`src/rtl/npcs_pkg.sv`:
```
package npcs_pkg;

   localparam int PALETTE_ENTRIES = 256;
   localparam int COMP_W          = 8;
   localparam int INDEX_W         = 8;
   localparam int COLOR555_W      = 15;
   localparam int WORD_W          = 32;
   localparam int SQ_W            = 2 * COMP_W;
   localparam int DIST_W          = SQ_W + 2;

   localparam logic [COMP_W-1:0] ALPHA_OPAQUE = 8'hFF;
   localparam logic [COMP_W-1:0] ALPHA_CLEAR  = 8'h00;

   typedef enum logic {
      OP_LOAD  = 1'b0,
      OP_QUERY = 1'b1
   } opcode_type;

   typedef struct packed {
      logic [COMP_W-1:0] blue;
      logic [COMP_W-1:0] green;
      logic [COMP_W-1:0] red;
   } rgb_type;

   typedef struct packed {
      logic load;
      logic shift;
   } cell_ctrl_type;

   function automatic logic [COMP_W-1:0] widen5(input logic [4:0] c5);
      return {c5, 3'b100};
   endfunction

endpackage

```
`src/rtl/npcs_cell.sv`:
```
module npcs_cell
   import npcs_pkg::*;
(
   input  logic          clock,
   input  cell_ctrl_type ctrl,
   input  rgb_type       load_data,
   input  rgb_type       shift_data,
   output rgb_type       entry
);

   rgb_type entry_ff;
   rgb_type entry_in;

   always_comb begin
      entry_in = entry_ff;
      if (ctrl.load) begin
         entry_in = load_data;
      end else if (ctrl.shift) begin
         entry_in = shift_data;
      end
   end

   always_ff @(posedge clock) begin
      entry_ff <= entry_in;
   end

   assign entry = entry_ff;

endmodule

```
`config.mk`:
```
export PLATFORM = sky130hd
export DESIGN_NAME = npcs_cell
export DESIGN_NICKNAME = d
export VERILOG_FILES = /design/src/rtl/npcs_pkg.sv /design/src/rtl/npcs_cell.sv
export SDC_FILE = /design/constraint.sdc
export NUM_CORES = 1
export LEC_CHECK = 0
export BUFFER_PORTS_ARGS = -buffer_cell sky130_fd_sc_hd__buf_2
export CORE_MARGIN = 2
export CORE_UTILIZATION = 44
export DETAILED_ROUTE_END_ITERATION = 10
export GPL_TIMING_DRIVEN = 0
export PLACE_DENSITY = 0.81
export SYNTH_ARGS = -nofsm -noshare
export SYNTH_HDL_FRONTEND = slang
export SYNTH_SLANG_ARGS = --single-unit
```
`constraint.sdc`:
```
create_clock -name clock -period 2.35 [get_ports clock]
set_clock_uncertainty 0.1 [all_clocks]
set_input_delay 0.235 -clock clock [delete_from_list [all_inputs] [get_ports clock]]
set_output_delay 0.235 -clock clock [all_outputs]
set_load 0.01 [all_outputs]
```
; ---- Yosys cells after proc, flatten, opt, wreduce, memory -nomap -nowiden
; Cells that the tools add are included.
[totals]
regBits = 24
in_bits = 51
output_inout_bits = 24
[op_classes]
n_mux = 2
n_reduce_logical = 1
[ops]
columns = op, count
row1 = $mux W24, 2
row2 = $reduce_bool A2 Y1, 1

; ---- Logic depth before layout (Yosys ltp)
; Gate-level depths: netlist of run 1.
[logic_depth]
word_depth = 2
ltp_mapped = 3
depth_no_buf = 1

; ---- Worst setup path after synthesis of run 1
; Ideal clock, no wire load.
[synth_path]
path_type = input-to-reg
startpoint = in ctrl[1] (netlist bit)
endpoint = reg entry_ff, in the netlist entry[0], enable pin
path_buffers = 2
stages = 3
path_slack_ps = 788
arrival_ps = 1080
path_cell_list = buf_6 > buf_12 > or2_1
[synth_via]
elab_chain_len = 1
[synth_lines]
columns = item, line_no
row1 = from (decl), npcs_cell.sv:5  ; input cell_ctrl_type ctrl,
row2 = $reduce_bool A2 Y1 (no line), n/a
row3 = to (signal assigned), npcs_cell.sv:24  ; entry_ff <= entry_in;
row4 = to (decl), npcs_cell.sv:11  ; rgb_type entry_ff;
; Every way passes these cells.
; A chain may end at the register's enable or synchronous reset.

; ---- Worst setup path in the final report of run 1
[layout_path]
startpoint = in ctrl[1] (netlist bit)
endpoint = reg entry_ff, in the netlist entry[19], enable pin
; Same word-level chain as after synthesis.

==> reports/metrics.csv, run 1 <==
metric,value,unit
initial drt markers,4,
slew at the pin closest to its max-slew limit,0.956,ns
final wirelength,2.16,mm
diodes inserted,0,
CP max FO,24,
PD cells,579,nW/µm²
worst endpoint required time,2.19,ns
GRT overflow,0,
combinational family with the most area after synthesis,multiplexers,
PortBufs,73,
simple-gate area share of the yosys netlist,0.00559,
compound-gate portion of the synthesized area,0,
initial core utilization,0.456,
hold-fix buffers at CTS,0,
Hold Crit Class,input pin to register,
share of layout cells above drive strength 1,0.798,
area grow syn2layout,38.3,%
number of setup buffers added after CTS,0,
total number of yosys warnings,0,
slew margin rel.,0.363,
RD Place Congestion,0.664,
Netlist cell types,6,
Post-Synth XOR/XNOR Area,0,
antenna-violating nets left,0,
Root Buffer,clkbuf_4,
critical path arrival,1.25,ns
leakage power,0.749,nW
area share of the largest cell type after synthesis,0.644,
global-route wire length before repair,2.85,mm
layout filler cell count,207,
TritonCTS Buffers,3,
"Seq/Total Area, Yosys",0.644,
Rows,18,
Setup CP Type,input pin to register,
fin crit period,1.41,ns
max FFs per register,24,
Fin. Hold Viols,0,
post-CTS resize count,0,
nets,181,
RSZ-0062 raised after global routing,false,
cells after synthesis,52,
pins over their slew limit,0,
Ports,75,
Via density,4.52,
# setup viols final,0,
Yosys top cell by area,edfxtp_1,
CP Launch Type,input pin,
vias in the first global route,671,
TritonCTS clock tree,done,
fmax,0.709,GHz
CTS max path bufs,2,
largest net degree at the start of global routing,25,
largest cells by area after synthesis,"edfxtp_1 (64%), mux2_4 (25%), mux2_2 (5.0%)",
MaxCap Viol Count,0,
Die ar.,2960,µm²
peak supply drop,0.000360,V
final setup TNS,0,ns
CP Capture Type,register,
core area,2450,µm²
H-Tree Depth,1,
"Reg clk slew, reported paths",0.12,ns
Seq cells post-synth,24,
Final Util,0.631,
synthesized cell area,1120,µm²
Post-Synth Adder-Cell Area,0,
synthesized area per cell,21.5,µm²
post-synthesis mux area share,0.305,
1st-pass router iterations,3,
via count,718,
syn nets,103,
Final period util,0.600,
per-cell routed wire length,13.6,µm
outcome,completed,
CTS Sinks,24,
Residual DRC,0,
Die Ht,54.5,µm
GRT Overall Usage,0.144,
initial antenna violation count,0,
Die Wd,54.5,µm
==> through the flow <==
| step | setup slack [ns] | hold WS, ns | instances | cell area (µm²) | total power [mW] |
|---|---|---|---|---|---|
| 4_1_cts | 0.916 | 0.119 | 159 | 1550 | 0.909 |
| 3_5_place_dp | 0.580 | 0.438 | 155 | 1520 | 0.739 |
| 3_3_place_gp | 0.598 | 0.436 | 155 | 1520 | 0.730 |
| 5_1_grt | 0.855 | 0.113 | 159 | 1550 | 0.940 |
| 6_report | 0.940 | 0.126 | 159 | 1550 | 0.897 |
| 2_1_floorplan | 0.788 | 0.352 | 52 | 1120 | 0.646 |
==> area by class of cell <==
class	instances	area, µm²	share of cell area
sequential	24	721	0.465
clock buffer	3	22.5	0.0145
multi-input combinational	25	348	0.225
clock inverter	1	3.75	0.00242
tap	30	37.5	0.0242
timing repair buffer	73	365	0.236
buffer	3	51.3	0.0331
==> synthesized netlist by cell type <==
master / count
buf_12: 2
buf_6: 1
edfxtp_1: 24
mux2_2: 5
mux2_4: 19
or2_1: 1
==> cells in the final DEF (no fill, tap or decap) <==
cell	synthesis	layout
mux2_4	19	19
mux2_2	5	5
buf_6	1	1
clkbuf_4	0	3
buf_2	0	73
buf_12	2	2
edfxtp_1	24	24
or2_1	1	1
clkinv_1	0	1
==> metal layers <==
metal | up-vias | track usage | share of wire
li1 | 356 | - | -
met1 | 334 | 0.139 | 0.31
met3 | 2 | 0.0328 | 0.061
met5 | - | 0 | 0
met2 | 26 | 0.279 | 0.62
met4 | 0 | 0.0708 | 0.0079
==> final timing paths <==
path,from,to,slack (ns),cells after the start
max,ctrl[1],entry[19]$_DFFE_PP_,0.94,3
min,load_data[5],entry[5]$_DFFE_PP_,0.13,2
==> cell families (layout without fill, tap and decap cells) <==
kind of cell,Yosys count,after routing
muxes,24,24
DFF,24,24
buffers and inverters,3,80
and+or+nand+nor,1,1
==> worst max-delay path, cell delays in order <==
cell    delay (ns)
buf_6         0.12
buf_12        0.14
or2_1         0.74
==> power by group <==
part	internal (mW)	total [mW]	leakage, nW	switching (mW)
sequential	0.525	0.535	0.245	0.0105
clock	0.0618	0.173	0.0154	0.111
combinational	0.111	0.189	0.489	0.0784
total	0.697	0.897	0.749	0.200
Power figures use the tool's default switching activity.
==> run 2: changes to the inputs <==
Settings changed: CORE_UTILIZATION 44 to 41, PLACE_DENSITY 0.81 to 0.76.
Clock period 2.35 ns to 1.4 ns, I/O delays scaled along.
==> run 2 against run 1 <==
  * Count of clock-buffer cells in the layout unchanged
  * Sequential cell count is the same
  * Sequential power rose by 68%
  * First-iteration DRC count rose by 25%
  * Critical path depth is 2 lower
  * Combinational power up 68%
  * Global-route usage down 1.1 points
  * Clock power rose by 72%
  * Wire length shrank 1.5%
  * Setup slack lost 0.63 ns
==> reports/metrics.csv, run 2 (same netlist as run 1, synthesis figures left out) <==
metric,value,unit,change
outcome,completed,,
H-Tree Depth,1,,unchanged
pins over their slew limit,0,,unchanged
vias in the first global route,762,,+14%
GRT overflow,0,,unchanged
RSZ-0062 raised after global routing,false,,
number of buffer and inverter stages on the critical path,1,,-1
Via density,4.60,,+1.9%
max FFs per register,24,,unchanged
critical path depth,1,,-2
share of total power in the clock network,0.196,,+0.003
Setup CP Type,register to primary output,,
switching power,0.341,mW,+71%
# setup viols final,0,,unchanged
Hold Slack,0.0305,ns,-0.0957 ns
Residual DRC,0,,unchanged
Setup crit end,entry[8],,
RD Place Congestion,0.752,,+13%
via count,732,,+1.9%
MaxCap Viol Count,0,,unchanged
CP Launch Type,register,,
initial antenna violation count,0,,unchanged
nets,181,,unchanged
slew margin rel.,0.645,,+0.282
CP Capture Type,primary output,,
TritonCTS clock tree,done,,
initial drt markers,5,,+1
Net Sw Frac,0.226,,+0.00299
Final period util,0.780,,
diodes inserted,0,,unchanged
GRT Overall Usage,0.133,,-0.0107
area grow syn2layout,38.3,%,unchanged
number of setup buffers added after CTS,0,,unchanged
Root Buffer,clkbuf_4,,
global-route wire length before repair,3.24,mm,+14%
per-cell routed wire length,13.4,µm,-1.5%
crit-path cells,buf_2,,
Area after DPL,1520,µm²,unchanged
PD cells,976,nW/µm²,+68%
Hold Path Origin,load_data[16],,
fin crit period,1.09,ns,
"Reg clk slew, reported paths",0.13,ns,about the same
sequential fraction of design power,0.594,,-0.003
critical path arrival,0.85,ns,-0.40 ns
antenna-violating nets left,0,,unchanged
CP max FO,1,,-96%
max incr delay on CP,0.40,ns,-0.34 ns
fmax,0.916,GHz,
Pint,1.17,mW,+68%
core area,2520,µm²,+2.8%
worst endpoint required time,1.16,ns,-1.03 ns
Ports,75,,unchanged
most frequent cells in the layout,"buf_2 (73), edfxtp_1 (24), mux2_4 (19)",,
Die Ht,56.3,µm,+3.3%
placed cell count,155,,unchanged
share of layout cells above drive strength 1,0.806,,+0.00775
leakage power,0.750,nW,about the same
peak supply drop,0.000574,V,+59%
Fin. Hold Viols,0,,unchanged
TritonCTS Buffers,3,,unchanged
final setup TNS,0,ns,unchanged
slew at the pin closest to its max-slew limit,0.533,ns,-0.423 ns
Die Wd,56.3,µm,+3.3%
CTS Sinks,24,,unchanged
1st-pass router iterations,4,,+1
post-CTS resize count,0,,unchanged
post-route design area,1550,µm²,unchanged
initial core utilization,0.444,,-0.0122
crit-path leading delay family,flip-flops,,
CTS max path bufs,2,,unchanged
combinational power share,0.210,,about the same
"most common cell after layout, fill and taps aside",buf_2,,
PortBufs,73,,unchanged
Rows,18,,unchanged
final wirelength,2.13,mm,-1.5%
hold-fix buffers at CTS,0,,unchanged
Die ar.,3170,µm²,+6.8%
Hold Crit Class,input pin to register,,
slowest CP cell,edfxtp_1,,
largest net degree at the start of global routing,25,,unchanged
Layout Cells excl Fill,159,,unchanged
start point of the critical path,entry[8]$_DFFE_PP_,,
run 2: layer usage:
metal  vias to the layer above  share of wire  global-route usage
li1                        354              -                   -
met5                         -              0                   0
met4                         0          0.013              0.0612
met1                       348           0.31               0.129
met2                        28           0.63               0.274
met3                         2          0.047              0.0115
run 2: layout make-up:
cell class | instances | area (µm²)
flip-flops and latches | 24 | 721
plain buffers | 3 | 51.3
clock buffers | 3 | 22.5
repair buffers | 73 | 365
well taps | 30 | 37.5
clock inverters | 1 | 3.75
multi-input cells | 25 | 348
fillers | 212 | 973
run 2: how the worst min path moves through the flow:
stage	endpoint	slack, ns	cells past startpoint
final	entry[16]$_DFFE_PP_	0.03	2
after global routing	entry[10]$_DFFE_PP_	0.01	2
after CTS	entry[16]$_DFFE_PP_	0.02	2
after detailed placement	entry[4]$_DFFE_PP_	0.34	2
after global placement	entry[3]$_DFFE_PP_	0.34	2
after floorplan	entry[10]$_DFFE_PP_	0.26	1
run 2: power groups by stage:
stage	Clock (mW)	Combinational, mW	Sequential [mW]
after floorplan	0	0.123	0.963
after global placement	0	0.315	0.911
after detailed placement	0	0.323	0.917
after CTS	0.306	0.324	0.901
after global routing	0.339	0.340	0.906
final	0.297	0.317	0.898
run 2: stage by stage:
step                      power [mW]   util  worst slack, ns
final                           1.51  0.614            0.308
after detailed placement        1.24  0.604           0.0255
after CTS                       1.53  0.614            0.286
after global routing            1.58  0.614            0.250
after global placement          1.23  0.604           0.0422
after floorplan                 1.09      -            0.119
