`src/rtl/npcs_pkg.sv`:
```
package npcs_pkg;

   localparam int PALETTE_ENTRIES = 256;
   localparam int COMP_W          = 8;
   localparam int INDEX_W         = 8;
   localparam int COLOR555_W      = 15;
   localparam int WORD_W          = 32;
   localparam int SQ_W            = 2 * COMP_W;
   localparam int DIST_W          = SQ_W + 2;

   localparam logic [COMP_W-1:0] ALPHA_OPAQUE = 8'hFF;
   localparam logic [COMP_W-1:0] ALPHA_CLEAR  = 8'h00;

   typedef enum logic {
      OP_LOAD  = 1'b0,
      OP_QUERY = 1'b1
   } opcode_type;

   typedef struct packed {
      logic [COMP_W-1:0] blue;
      logic [COMP_W-1:0] green;
      logic [COMP_W-1:0] red;
   } rgb_type;

   typedef struct packed {
      logic load;
      logic shift;
   } cell_ctrl_type;

   function automatic logic [COMP_W-1:0] widen5(input logic [4:0] c5);
      return {c5, 3'b100};
   endfunction

endpackage

```
`src/rtl/npcs_dist.sv`:
```
module npcs_dist
   import npcs_pkg::*;
#(
   parameter int IDX_W = $clog2(PALETTE_ENTRIES)
)
(
   input  logic             clock,
   input  logic             reset,
   input  rgb_type          query,
   input  rgb_type          entry,
   input  logic             in_valid,
   input  logic             in_first,
   input  logic             in_last,
   input  logic [IDX_W-1:0] in_idx,
   output logic             done,
   output logic [IDX_W-1:0] best_idx
);

   function automatic logic [SQ_W-1:0] sq_diff(input logic [COMP_W-1:0] a,
                                               input logic [COMP_W-1:0] b);
      logic [COMP_W-1:0] d;
      d = (a >= b) ? (a - b) : (b - a);
      return SQ_W'(d) * SQ_W'(d);
   endfunction

   logic             s1_valid_ff;
   logic             s1_first_ff;
   logic             s1_last_ff;
   logic [IDX_W-1:0] s1_idx_ff;
   logic [SQ_W-1:0]  sq_r_ff, sq_g_ff, sq_b_ff;

   logic [DIST_W-1:0] best_ff, best_in;
   logic [IDX_W-1:0]  bidx_ff, bidx_in;
   logic [DIST_W-1:0] distance;
   logic              take;

   always_ff @(posedge clock) begin
      if (reset) begin
         s1_valid_ff <= 1'b0;
      end else begin
         s1_valid_ff <= in_valid;
      end
   end

   always_ff @(posedge clock) begin
      s1_first_ff <= in_first;
      s1_last_ff  <= in_last;
      s1_idx_ff   <= in_idx;
      sq_r_ff     <= sq_diff(query.red,   entry.red);
      sq_g_ff     <= sq_diff(query.green, entry.green);
      sq_b_ff     <= sq_diff(query.blue,  entry.blue);
   end

   always_comb begin
      distance = DIST_W'(sq_r_ff) + DIST_W'(sq_g_ff) + DIST_W'(sq_b_ff);
      take     = s1_first_ff || (distance < best_ff);
      best_in  = best_ff;
      bidx_in  = bidx_ff;
      if (s1_valid_ff && take) begin
         best_in = distance;
         bidx_in = s1_idx_ff;
      end
   end

   always_ff @(posedge clock) begin
      best_ff <= best_in;
      bidx_ff <= bidx_in;
   end

   assign done     = s1_valid_ff && s1_last_ff;
   assign best_idx = bidx_in;

endmodule

```
`config.mk`:
```
export PLATFORM = sky130hd
export DESIGN_NAME = npcs_dist
export DESIGN_NICKNAME = d
export VERILOG_FILES = /design/src/rtl/npcs_pkg.sv /design/src/rtl/npcs_dist.sv
export SDC_FILE = /design/constraint.sdc
export NUM_CORES = 1
export LEC_CHECK = 0
export BUFFER_PORTS_ARGS = -buffer_cell sky130_fd_sc_hd__buf_2
export CAP_MARGIN = 20
export CELL_PAD_IN_SITES_DETAIL_PLACEMENT = 1
export CELL_PAD_IN_SITES_GLOBAL_PLACEMENT = 1
export CORE_MARGIN = 4
export CORE_UTILIZATION = 40
export CTS_BUF_LIST = sky130_fd_sc_hd__clkbuf_8 sky130_fd_sc_hd__clkbuf_16
export DETAILED_ROUTE_END_ITERATION = 10
export PLACE_DENSITY_LB_ADDON = 0.3
export SYNTH_ARGS = -nofsm -noshare
export SYNTH_HDL_FRONTEND = slang
export SYNTH_SLANG_ARGS = --single-unit
```
`constraint.sdc`:
```
create_clock -name clock -period 8.7 [get_ports clock]
set_input_delay 1.74 -clock clock [delete_from_list [all_inputs] [get_ports clock]]
set_output_delay 1.74 -clock clock [all_outputs]
set_load 0.02 [all_outputs]
```
# Word level (Yosys, flattened, before mapping)

Index checks and enable logic that the tools add are counted.

Memories: 0
Register bits: 85
Word-level logic and storage cells: 31
ROM bits: 0
Input bits: 61
Bits in writable memories: 0
Latch bits: 0

Multiplexer cells: 4
Bitwise logic cells: 0
$mul: 3
Eq/ne operators: 0
Magnitude comparators: 4
Divide/modulo/power cells: 0
Shift-type cells: 0
$add $sub $neg: 8
Reductions and logical operators: 3

Operators with widths:

| kind                                         | number |
|---|---|
| 8-bit by 8-bit multiplier with 16-bit output | 3 |
| 8-bit subtractor                             | 6 |
| 8-bit 2-to-1 mux                             | 4 |
| 8-bit greater-or-equal comparator            | 3 |
| 17-bit by 16-bit adder with 18-bit output    | 1 |
| 18-bit < comparator                          | 1 |
| 16-bit by 16-bit adder with 17-bit output    | 1 |
| 1-bit logical AND                            | 2 |
| 1-bit logical OR                             | 1 |

# Logic depth before layout (Yosys ltp)

Gate-level depths: netlist (run 1).

Depth after elaboration: 6
Depth in mapped cells: 29
Depth with buffers taken out: 28

# Worst setup path before layout (run 1)

OpenSTA, ideal clock, no wires.

Kind: input port to flip-flop
Start: input query[8] (netlist bit)
End: register sq_g_ff[15]
Path buffers: 0
Required time: 8575 ps
Stages: 25
Arrival time: 7667 ps
Setup slack: 908 ps
Path through: inv_1 -> ha_1 -> inv_1 -> fa_1 -> nand3_1 -> a31oi_1 -> o41ai_2 -> mux2_2 -> a22oi_1 -> xor2_1 -> or2_2 -> fa_1 -> inv_1 -> fa_1 -> fa_1 -> inv_1 -> fa_1 -> inv_1 -> ha_1 -> or4_1 -> o22a_1 -> a41o_1 -> mux2i_1 -> a211oi_1 -> xnor2_1

Longest elaborated chain between the ends: 3

RTL lines:

| element                                                                      | RTL line        | text |
|---|---|---|
| start, declared                                                              | npcs_dist.sv:9  | `input rgb_type query,` |
| 8-bit subtractor / 8-bit greater-or-equal comparator (equally long branches) | npcs_dist.sv:22 | `d = (a >= b) ? (a - b) : (b - a);` |
| 8-bit 2-to-1 mux *                                                           | npcs_dist.sv:22 |  |
| 8-bit by 8-bit multiplier with 16-bit output *                               | npcs_dist.sv:23 | `return SQ_W'(d) * SQ_W'(d);` |
| end signal, assigned                                                         | npcs_dist.sv:50 | `sq_g_ff <= sq_diff(query.green, entry.green);` |
| end, declared                                                                | npcs_dist.sv:30 | `logic [SQ_W-1:0] sq_r_ff, sq_g_ff, sq_b_ff;` |

Every way passes the cells marked *; elsewhere a longest branch is shown, timed or not.
A chain may end at the register's enable or synchronous reset.

# Final worst setup path (run 1)

Start: input query[16] (netlist bit)
End: register sq_b_ff[15]

Longest elaborated chain between the ends: 3

RTL lines:

| element                                                                      | RTL line        | text |
|---|---|---|
| 8-bit subtractor / 8-bit greater-or-equal comparator (equally long branches) | npcs_dist.sv:22 |  |
| 8-bit 2-to-1 mux *                                                           | npcs_dist.sv:22 |  |
| 8-bit by 8-bit multiplier with 16-bit output *                               | npcs_dist.sv:23 |  |
| end signal, assigned                                                         | npcs_dist.sv:51 | `sq_b_ff <= sq_diff(query.blue, entry.blue);` |
| end, declared                                                                | npcs_dist.sv:30 |  |

Marked as above.

==> results of run 1 <==
## logic make-up (layout without fill, tap and decap cells)
logic type | count (synthesis) | in the layout
AO/OA/AOI/OAI | 185 | 185
adder cells (fa/ha/maj) | 265 | 265
flip-flops | 82 | 82
other | 2 | 3
buffers and inverters | 240 | 327
multiplexers | 24 | 24
XOR/XNOR | 79 | 79
AND/OR/NAND/NOR | 210 | 210
## synth_stat cells, types with 4 or more instances
master / n / area (µm²)
a211oi_1: 9 / 67.6
a21o_1: 37 / 278
a21oi_1: 62 / 310
a31oi_1: 9 / 56.3
and2_1: 6 / 37.5
buf_2: 5 / 25.0
clkbuf_1: 7 / 26.3
dfxtp_1: 64 / 1280
edfxtp_1: 18 / 541
fa_1: 97 / 1940
ha_1: 168 / 2100
inv_1: 223 / 837
mux2_2: 10 / 113
mux2i_1: 14 / 140
nand2_1: 30 / 113
nand2b_1: 11 / 68.8
nand3_1: 4 / 20.0
nand4_1: 8 / 50.1
nor2_1: 100 / 375
nor2b_1: 13 / 81.3
nor3_1: 13 / 65.1
o211ai_1: 6 / 45.0
o21a_1: 10 / 75.1
o21ai_0: 24 / 120
o21bai_1: 6 / 45.0
or2_2: 17 / 106
xnor2_1: 48 / 420
xor2_1: 29 / 254
## per-stage QoR
| stage | util [%] | instance area [µm²] | setup WS [ns] |
|---|---|---|---|
| floorplan | - | 9980 | 0.908 |
| global placement | 44.1 | 10800 | 0.646 |
| detailed placement | 44.1 | 10800 | 0.445 |
| CTS | 45.3 | 11100 | 0.801 |
| global route | 45.3 | 11100 | 0.263 |
| finish | 45.3 | 11100 | 0.827 |
## per-layer routing
layer / wire [µm] / share of wire [%] / up-vias / global-route usage, %
met5: 0 / 0 / - / 0
met4: 148 / 0.70 / 0 / 1.90
met3: 498 / 2.4 / 10 / 2.24
met2: 10400 / 49 / 80 / 28.2
met1: 10000 / 48 / 3575 / 20.8
li1: - / - / 3670 / -
## final timing paths
kind	start	end	slack, ns	depth (start not counted)
setup / recovery	query[16]	sq_b_ff[15]	0.83	27
hold / removal	s1_idx_ff[2]	bidx_ff[2]	0.46	1
setup reg to reg	sq_r_ff[5]	bidx_ff[4]	3.57	18
hold reg to reg	s1_idx_ff[2]	bidx_ff[2]	0.46	1
## layout make-up
cell class	instances	share of cell area [%]
clock buffers	10	2.26
inverters	223	7.55
multi-input cells	766	65.3
flip-flops and latches	82	16.4
repair buffers	88	4.40
well taps	324	3.66
clock inverters	6	0.418
## sequential cells by signal, indices dropped and copies added (netlist names)
signal,flops
s1_idx_ff,8
s1_last_ff,1
sq_g_ff,15
sq_r_ff,15
s1_valid_ff,1
s1_first_ff,1
bidx_ff,8
best_ff,18
sq_b_ff,15
## critical path, cell delays in order
cell,delay [ns]
buf_2,0.11
inv_1,0.05
ha_1,0.14
inv_1,0.06
fa_1,0.39
a21o_1,0.17
a21oi_1,0.21
a31oi_1,0.11
a211o_1,0.39
mux2i_1,0.18
xnor2_1,0.55
nor2_1,0.19
fa_1,0.53
fa_1,0.54
inv_1,0.06
fa_1,0.51
fa_1,0.55
inv_1,0.04
ha_1,0.33
o21a_1,0.18
nor2_1,0.13
nor2b_1,0.08
a21oi_1,0.22
o211ai_1,0.17
a21o_1,0.20
a21oi_1,0.17
xnor2_1,0.09
==> impl_metrics.toml, run 1 <==
[status]
run_status = "completed"

[synth]
synth_adder_area_share_pct = 40.5
ys.flop_type = "dfxtp_1"
synth_top_family_by_area = "adder cells"
synth_area_um2 = 9980
synthCells = 1087
ys_types = 57
synth_compound_area_share_pct = 12.3
synthMuxAreaShare_pct = 2.53
ys_ff_latch = 82
ys_warn_count = 0
synth-xor-area-share_pct = 7.20
synth-edff-count = 18
synthArstFlopShare_pct = 0
yosys.area_share.simple_pct = 9.80
avgSynthCellArea_um2 = 9.18
synth_seq_area_share_pct = 18.3

[grt]
grt_pass1_vias = 7996
grt-ovfl-total = 0
grt_max_degree = 20
antenna_found_initial = 0
grt_use_total_pct = 15.7
grt_pass1_wl_um = 37100

[floorplan]
start_util_pct = 40.8
ios = 70
fp.dieH_um = 166
core_area_um2 = 24500
rows = 57
die_w_um = 166
dieArea_um2 = 27500

[sta]
hold_ws_ns = 0.465
timing.final.crit_share_pct = 90.5
period_needed_ns = 7.87
finalMaxSlewViolations = 0
worst_pin_slew_ns = 0.690
clock.fmax_mhz = 127
hold_viol_final = 0
setup_viol_count_final = 0
skew_ns = 0.00800
finalSetupTns_ns = 0
rsz0062_at_grt = "no"
slew_headroom_pct = 53.7

[routing]
drt_first_pass_iters = 4
post-route-drc-count = 0
wire_per_inst_um = 14.0
wl_um = 21000
drt_iter0_drc = 196
postRouteAntennaNets = 0
routed_via_density = 4.89
vias = 7335

[critical_path]
end_kind = "flip-flop"
path_class = "in2reg"
start_kind = "input port"
cp_max_fo = 8
crit_arrival_ns = 8.10
worstPathRequired_ns = 8.93

[final_layout]
multi_input_area_um2 = 7240
num_antenna_cells = 0
layout_commonest_cell = "inv_1"
final_cells = 1499
area_growth_pct = 11.1
fillers = 2902
seq_area_um2 = 1820
final_cell_mix = "223 x inv_1, 168 x ha_1, 100 x nor2_1, 97 x fa_1, 69 x buf_2"
drive_above_1_share_pct = 11.8
nNetsFinal = 1496

[clock_tree]
cts_buffers = 9
clockBufferDepth = 2
ctsHoldBuffers = 0
cts_sinks = 82
cts.repair.resized = 0
htreeDepth = 3
clk_latency_ns = 0.34
clockRootBuffer = "clkbuf_16"
path_clk_slew_ns = 0.07
cts_setup_buffers = 0
cts_tree = "done"

[placement]
placed_cells = 1483
hpwl_um = 18200
gp_congestion = 0.839
numPortBuffers = 69

[job]
cap_violations = 0

[hold_path]
hold_path.class = "reg2reg"
Power of run 1 is not shown: default switching activity piles up to over one toggle a cycle in this logic, so the estimate is an artifact.
==> run 2: changes to the inputs <==
clock period = 9.2 ns   (was 8.7 ns; I/O delays follow)
==> run 2 against run 1 <==
  * Worst hold slack gained 0.0098 ns
  * Register-to-register slack gained 0.70 ns
  * Wire length shrank 0.25%
  * Cell count shrank 0.33%
  * Sequential share of layout area grew 0.050 points
  * Critical path type unchanged
  * Largest cell class unchanged
==> impl_metrics.toml, run 2 (synthesis results as in run 1) <==
[critical_path]
crit_slowest_cell = "xor2_1"
slowest_delay_ns = 0.59
end_kind = "flip-flop"
cp_max_fo = 12
start_kind = "input port"
path_class = "in2reg"
crit_top_cell = "fa_1"
worstPathRequired_ns = 9.43
crit_arrival_ns = 8.54

[sta]
skew_ns = 0.0109
worst_slack_ns = 0.892
period_needed_ns = 8.31
hold_viol_final = 0
finalMaxSlewViolations = 0
clock.fmax_mhz = 120
worst_pin_slew_ns = 0.914
finalSetupTns_ns = 0
setup_viol_count_final = 0
rsz0062_at_grt = "no"
timing.final.crit_share_pct = 90.3
slew_headroom_pct = 38.6

[grt]
grt_max_degree = 20
grt_pass1_wl_um = 36900
grt_use_total_pct = 15.7
grt-ovfl-total = 0
antenna_found_initial = 0
grt_pass1_vias = 8040

[final_layout]
final_util_pct = 45.2
nNetsFinal = 1491
drive_above_1_share_pct = 11.5
largest_register = "best_ff"
largest_reg_flops = 18
num_antenna_cells = 0
layout_commonest_cell = "inv_1"
final_cell_mix = "223 x inv_1, 168 x ha_1, 100 x nor2_1, 97 x fa_1, 69 x buf_2"
final_cells = 1494
area_growth_pct = 10.8

[clock_tree]
clk_latency_ns = 0.35
cts.repair.resized = 0
cts_sinks = 82
htreeDepth = 3
path_clk_slew_ns = 0.07
cts_buffers = 9
clockBufferDepth = 2
cts_tree = "done"
ctsHoldBuffers = 0
cts_setup_buffers = 0
clockRootBuffer = "clkbuf_16"

[placement]
placed_cells = 1478
hpwl_um = 18100
numPortBuffers = 69
gp_congestion = 0.823
pre_cts_slack_ns = 0.549

[floorplan]
dieArea_um2 = 27500
fp.dieH_um = 166
die_w_um = 166
start_util_pct = 40.8
core_area_um2 = 24500
rows = 57
ios = 70

[routing]
drt_first_pass_iters = 4
wl_um = 21000
drt_iter0_drc = 198
vias = 7403
postRouteAntennaNets = 0
routed_via_density = 4.96
post-route-drc-count = 0
wire_per_inst_um = 14.0

[job]
cap_violations = 0

[status]
run_status = "completed"

[hold_path]
hold_path.class = "reg2reg"
run 2: cell count changes in the layout (fill, tap and decap cells not counted):
cell,before,now
buf_4,19,14
inv_4,0,1
clkinvlp_4,2,0
clkinv_2,1,0
inv_6,2,4
run 2: worst max-delay path, delay by kind of cell:
family | cells | cell delay (ns)
buffers and inverters | 6 | 0.54
xor gates and xnor gates | 2 | 0.70
adders and majority gates | 7 | 2.93
muxes | 2 | 0.46
and+or+nand+nor | 3 | 0.82
AOI/OAI and AO/OA | 6 | 1.22
run 2: routing by layer:
layer	vias up	track usage, %	share of wire [%]
met5	-	0	0
met4	0	3.52	1.3
met3	19	2.48	3.0
met2	95	27.6	49
met1	3630	20.3	47
li1	3659	-	-
run 2: path summary, 6_finish.rpt:
| path | start | slack (ns) | to | depth (start not counted) |
|---|---|---|---|---|
| worst min-delay path | s1_idx_ff[0] | 0.47 | bidx_ff[0] | 1 |
| worst max register to register | sq_r_ff[4] | 4.27 | bidx_ff[4] | 17 |
| worst min register to register | s1_idx_ff[0] | 0.47 | bidx_ff[0] | 1 |
| worst max-delay path | query[8] | 0.89 | sq_g_ff[15] | 26 |
run 2: metrics by stage:
stage / hold slack, ns / instance area, µm²
after CTS: 0.477 / 11100
final: 0.475 / 11100
after global routing: 0.493 / 11100
after floorplan: 0.539 / 9980
after global placement: 0.454 / 10800
after detailed placement: 0.461 / 10800
run 2: final cells by class:
class                   instances  area (µm²)
multi-input cells             766        7240
fillers                      2852       13400
clock inverters                 6        50.0
clock buffers                  10         250
repair buffers                 83         450
inverters                     223         837
flip-flops and latches         82        1820
well taps                     324         405
Power of run 2 is left out for the same reason.
